<file path="config.mk">
export PLATFORM = sky130hd
export DESIGN_NAME = lis_search
export DESIGN_NICKNAME = d
export VERILOG_FILES = /design/src/design/lis_pkg.sv /design/src/design/lis_search.sv
export SDC_FILE = /design/constraint.sdc
export NUM_CORES = 1
export LEC_CHECK = 0
export ABC_AREA = 0
export BUFFER_PORTS_ARGS = -buffer_cell sky130_fd_sc_hd__buf_2
export CORE_UTILIZATION = 44
export DETAILED_ROUTE_END_ITERATION = 7
export MAX_ROUTING_LAYER = met4
export PLACE_DENSITY = 0.79
export SLEW_MARGIN = 25
export SYNTH_ARGS = -nofsm -noshare
export SYNTH_HDL_FRONTEND = slang
export SYNTH_SLANG_ARGS = --single-unit
export TNS_END_PERCENT = 1
</file>
<file path="constraint.sdc">
create_clock -name clk -period 13.45 [get_ports clk]
set_input_delay 2.69 -clock clk [delete_from_list [all_inputs] [get_ports clk]]
set_output_delay 2.69 -clock clk [all_outputs]
set_load 0.01 [all_outputs]
</file>
<file path="src/design/lis_pkg.sv">
// shared constants and handshake structs for the longest increasing subsequence block
// no dependencies; imported by every module in the design folder

package lis_pkg;

    localparam int MAX_LEN     = 1024;
    localparam int VALUE_WIDTH = 32;

    // tails store address and length counter widths
    localparam int ADDR_W = $clog2(MAX_LEN);
    localparam int LEN_W  = $clog2(MAX_LEN + 1);

    // fixed widths of the stream fields
    localparam int IN_VALUE_W = 32;
    localparam int OUT_LEN_W  = 11;
    localparam int OUT_DATA_W = 16;

    localparam logic [LEN_W-1:0] LEN_MAX = LEN_W'(MAX_LEN);

    // request from the item control to the search sequencer
    typedef struct packed {
        logic             start;
        logic [LEN_W-1:0] len;
    } lis_srch_cmd_t;

    // status from the search sequencer
    typedef struct packed {
        logic             busy;
        logic             done;
        logic [LEN_W-1:0] pos;
    } lis_srch_stat_t;

endpackage

</file>
<file path="src/design/lis_search.sv">
// binary search sequencer: one shared signed compare, one probe per cycle
// depends on lis_pkg; drives the read address of lis_tails_ram

module lis_search (
    input  logic                             clk,
    input  logic                             rst_n,
    input  lis_pkg::lis_srch_cmd_t           cmd,
    input  logic [lis_pkg::VALUE_WIDTH-1:0]  key,
    input  logic [lis_pkg::VALUE_WIDTH-1:0]  rd_data,
    output logic [lis_pkg::ADDR_W-1:0]       rd_addr,
    output lis_pkg::lis_srch_stat_t          stat
);
    import lis_pkg::*;

    localparam logic S_IDLE   = 1'b0;
    localparam logic S_SEARCH = 1'b1;

    logic             state_reg, state_next;
    logic [LEN_W-1:0] lo_reg, lo_next;
    logic [LEN_W-1:0] hi_reg, hi_next;
    logic [LEN_W-1:0] mid_cur;
    logic [LEN_W-1:0] mid_next;
    logic             tail_ge;
    logic             search_done;

    // probe point of the current window; its tail sits on rd_data now
    assign mid_cur  = lo_reg + ((hi_reg - lo_reg) >> 1);
    assign mid_next = lo_next + ((hi_next - lo_next) >> 1);
    assign tail_ge  = $signed(rd_data) >= $signed(key);

    always_comb
    begin
        state_next  = state_reg;
        lo_next     = lo_reg;
        hi_next     = hi_reg;
        search_done = 1'b0;
        case (state_reg)
            S_IDLE:
            begin
                if (cmd.start)
                begin
                    lo_next    = '0;
                    hi_next    = cmd.len;
                    state_next = S_SEARCH;
                end
            end
            S_SEARCH:
            begin
                if (lo_reg == hi_reg)
                begin
                    search_done = 1'b1;
                    state_next  = S_IDLE;
                end
                else if (tail_ge)
                begin
                    hi_next = mid_cur;
                end
                else
                begin
                    lo_next = mid_cur + LEN_W'(1);
                end
            end
            default:
            begin
                state_next = S_IDLE;
            end
        endcase
    end

    // mid never reaches MAX_LEN while the window is open
    assign rd_addr = mid_next[ADDR_W-1:0];
    assign stat    = '{busy: (state_reg == S_SEARCH), done: search_done, pos: lo_reg};

    always_ff @(posedge clk or negedge rst_n)
    begin
        if (!rst_n)
        begin
            state_reg <= S_IDLE;
        end
        else
        begin
            state_reg <= state_next;
        end
    end

    always_ff @(posedge clk)
    begin
        lo_reg <= lo_next;
        hi_reg <= hi_next;
    end

endmodule
</file>
==> metrics.md <==
| Metric | Value |
|---|---|
| Die footprint | `9390 um2` |
| First-iteration detailed-routing DRC count | `160` |
| Vias in the first global route | `4,037` |
| Skew-Pair Late Insertion Delay | `0.27 ns` |
| Fin. max-slew vios | `0` |
| FF+latch count, synth | `23` |
| WP data arrival | `8.53 ns` |
| Post-CTS setup buffer count | `0` |
| First-pass GRT wire length | `17,200 um` |
| Sequential fraction of the synthesis area | `11.7%` |
| DP HPWL | `8600 um` |
| Synth area leaders | `ha_1 23%, dfxtp_1 11%, inv_1 6.9%, xnor2_1 6.2%, a21oi_1 5.1%` |
| Number of nets produced by synthesis | `669` |
| Die Width | `96.9 um` |
| Routed vias | `3,933` |
| Post-DR wirelength/cell | `13.8 um` |
| Max Root-Sink Buffers | `2` |
| RSZ-0062 raised after global routing | `no` |
| Syn Inst Count | `515` |
| End of the worst hold path | `hi_reg[9]` |
| Outcome | `completed` |
| Worst-Margin Slew | `0.955 ns` |
| Most common cell after layout, fill and taps aside | `buf_2` |
| Crit Path Max Fanout | `7` |
| Synthesized area per cell | `7.69 um2` |
| Kind of critical path | `in2out` |
| Port bufs | `100` |
| Final setup vio count | `0` |
| Post-CTS Hold Fix Bufs | `0` |
| Vias/cell | `5.47` |
| Reg-to-Reg End | `lo_reg[7]` |
| Chip Height | `96.9 um` |
| Total gr overflow | `0` |
| Pre-antenna DRT Iters | `4` |
| CTS tree | `done` |
| Final hold vios | `0` |
| Area Overhead vs Synth | `16.3%` |
| Layout cells sized above 1 | `20.0%` |
| FF-to-FF path depth | `17` |
| Required @ worst endpoint | `10.76 ns` |
| R2R Setup Slk | `8.51 ns` |
| RR Startpoint | `lo_reg[1]` |
| Max Clock Freq | `89.2 MHz` |
| Worst hold path class | `reg2reg` |
| Hold depth | `2` |
| Post-synth top area share | `22.7%` |
| Relative slew slack | `35.9%` |
| Fin crit period | `11.22 ns` |
| Sink Count | `23` |
| Hold Path Origin | `hi_reg[9]` |
| TNS Setup | `0 ns` |
| Dominant cell type by area after synthesis | `ha_1` |
| Post-Syn Area | `3960 um2` |
| Distinct cell type count of the synthesized netlist | `70` |
| Initial antenna violation count | `0` |
| WL final | `9940 um` |
| Clk root buf | `clkbuf_8` |
| Nets | `766` |
| Post-synth EDFFs | `0` |
| CTS buffer count | `3` |
| Ys flop type | `dfxtp_1` |
| Routability Congestion | `0.914` |
| Final period util | `83.4%` |
| FP Rows | `34` |
| Crit. End Element | `primary output` |
| GRT Util Overall | `22.1%` |
| Clock skew | `0.00727 ns` |
| Post_cts resized | `0` |
| Commonest cells after routing, fill and taps aside | `100 x buf_2, 73 x inv_1, 72 x ha_1` |
| Core Box Area | `8720 um2` |
| Clock-pin slew on the worst setup and hold paths | `0.09 ns` |
| Synth warn | `0` |
| Max_cap viols | `0` |
| Utilization after layout | `52.8%` |
| Initial core utilization | `45.4%` |
| # diodes | `0` |
| H-tree depth | `1` |
| Routed Antenna Nets | `0` |
| DRC errors left | `0` |
| Largest net degree at the start of global routing | `25` |
| Nature of the critical path startpoint | `input port` |
| Async set-reset flop share out of synthesis | `4.35%` |
| Ports | `101` |
-- cell type report --
cell class              count  area (um2)
clock inverters             1        5.00
fillers                   822        4110
repair buffers            100         500
clock buffers               3        41.3
multi-input cells         410        3180
well taps                 108         135
flip-flops and latches     23         465
inverters                  74         278
-- metal layers --
layer / share of wire [%] / GRT usage (%)
met5: 0 / -
met4: 2.9 / 8.38
met3: 3.3 / 1.30
met2: 49 / 39.5
met1: 44 / 26.0
-- through the flow --
| stage | std cells | setup slack [ns] | cell area [um2] | hold slack, ns |
|---|---|---|---|---|
| final | 719 | 2.23 | 4610 | 0.554 |
| after global routing | 719 | 1.65 | 4610 | 0.571 |
| after CTS | 719 | 2.23 | 4600 | 0.551 |
| after detailed placement | 715 | 2.30 | 4560 | 0.536 |
| after global placement | 715 | 2.43 | 4560 | 0.517 |
| after floorplan | 515 | 3.09 | 3960 | 0.449 |
-- logic make-up after synthesis --
kind of cell / count (synthesis) / share of synthesized area [%]
buf+inv: 82 / 8.02
xor+xnor: 40 / 9.19
mux: 14 / 3.63
simple gates: 148 / 19.6
compound gates: 132 / 23.1
fa+ha+maj: 76 / 24.8
flops: 23 / 11.7
-- synth_stat cells (3+ instances only) --
library cell / count
nor4_1: 4
a211oi_1: 9
nor2b_1: 14
nor2_1: 37
or3_1: 5
nand2b_1: 4
o21ai_0: 26
a21boi_0: 7
fa_1: 4
inv_1: 73
nand2_1: 37
xnor2_1: 28
a21o_1: 6
dfxtp_1: 22
a21oi_1: 40
o211ai_1: 4
and2_1: 3
xor2_1: 11
a31oi_1: 3
nand4_1: 12
o21a_1: 5
clkbuf_1: 4
ha_1: 72
nor3_1: 9
nand3_1: 7
o21bai_1: 5
mux2i_1: 11
-- worst max-delay path, stage by stage --
cell and delay [ns]:
buf_2 0.07, inv_1 0.03, ha_1 0.39, nand4_2 0.17
nor4_1 0.58, o31ai_1 0.22, a31oi_1 0.72, mux2i_1 0.27
a21oi_1 0.11, ha_1 0.39, a21oi_1 0.17, nor2b_1 0.05
o21ai_0 0.13, o21ai_0 0.14, or3_1 0.35, xor2_1 0.16
ha_1 0.32, a21oi_1 0.21, o21bai_1 0.09, a21o_1 0.23
o2111ai_1 0.12, o211ai_1 0.13, a311oi_2 0.29, xnor3_1 0.34
buf_2 0.14
-- worst max path at each step --
stage / endpoint / slack [ns] / from
after floorplan: rd_addr[9] / 3.09 / key[31]
after global placement: rd_addr[9] / 2.43 / key[31]
after detailed placement: rd_addr[9] / 2.30 / key[31]
after CTS: rd_addr[9] / 2.23 / key[31]
after global routing: rd_addr[9] / 1.65 / key[31]
final: rd_addr[9] / 2.23 / key[31]
Power is left out: the tool's default activity adds up to more than one toggle a clock period on the data nets, which glitch-free logic cannot reach.
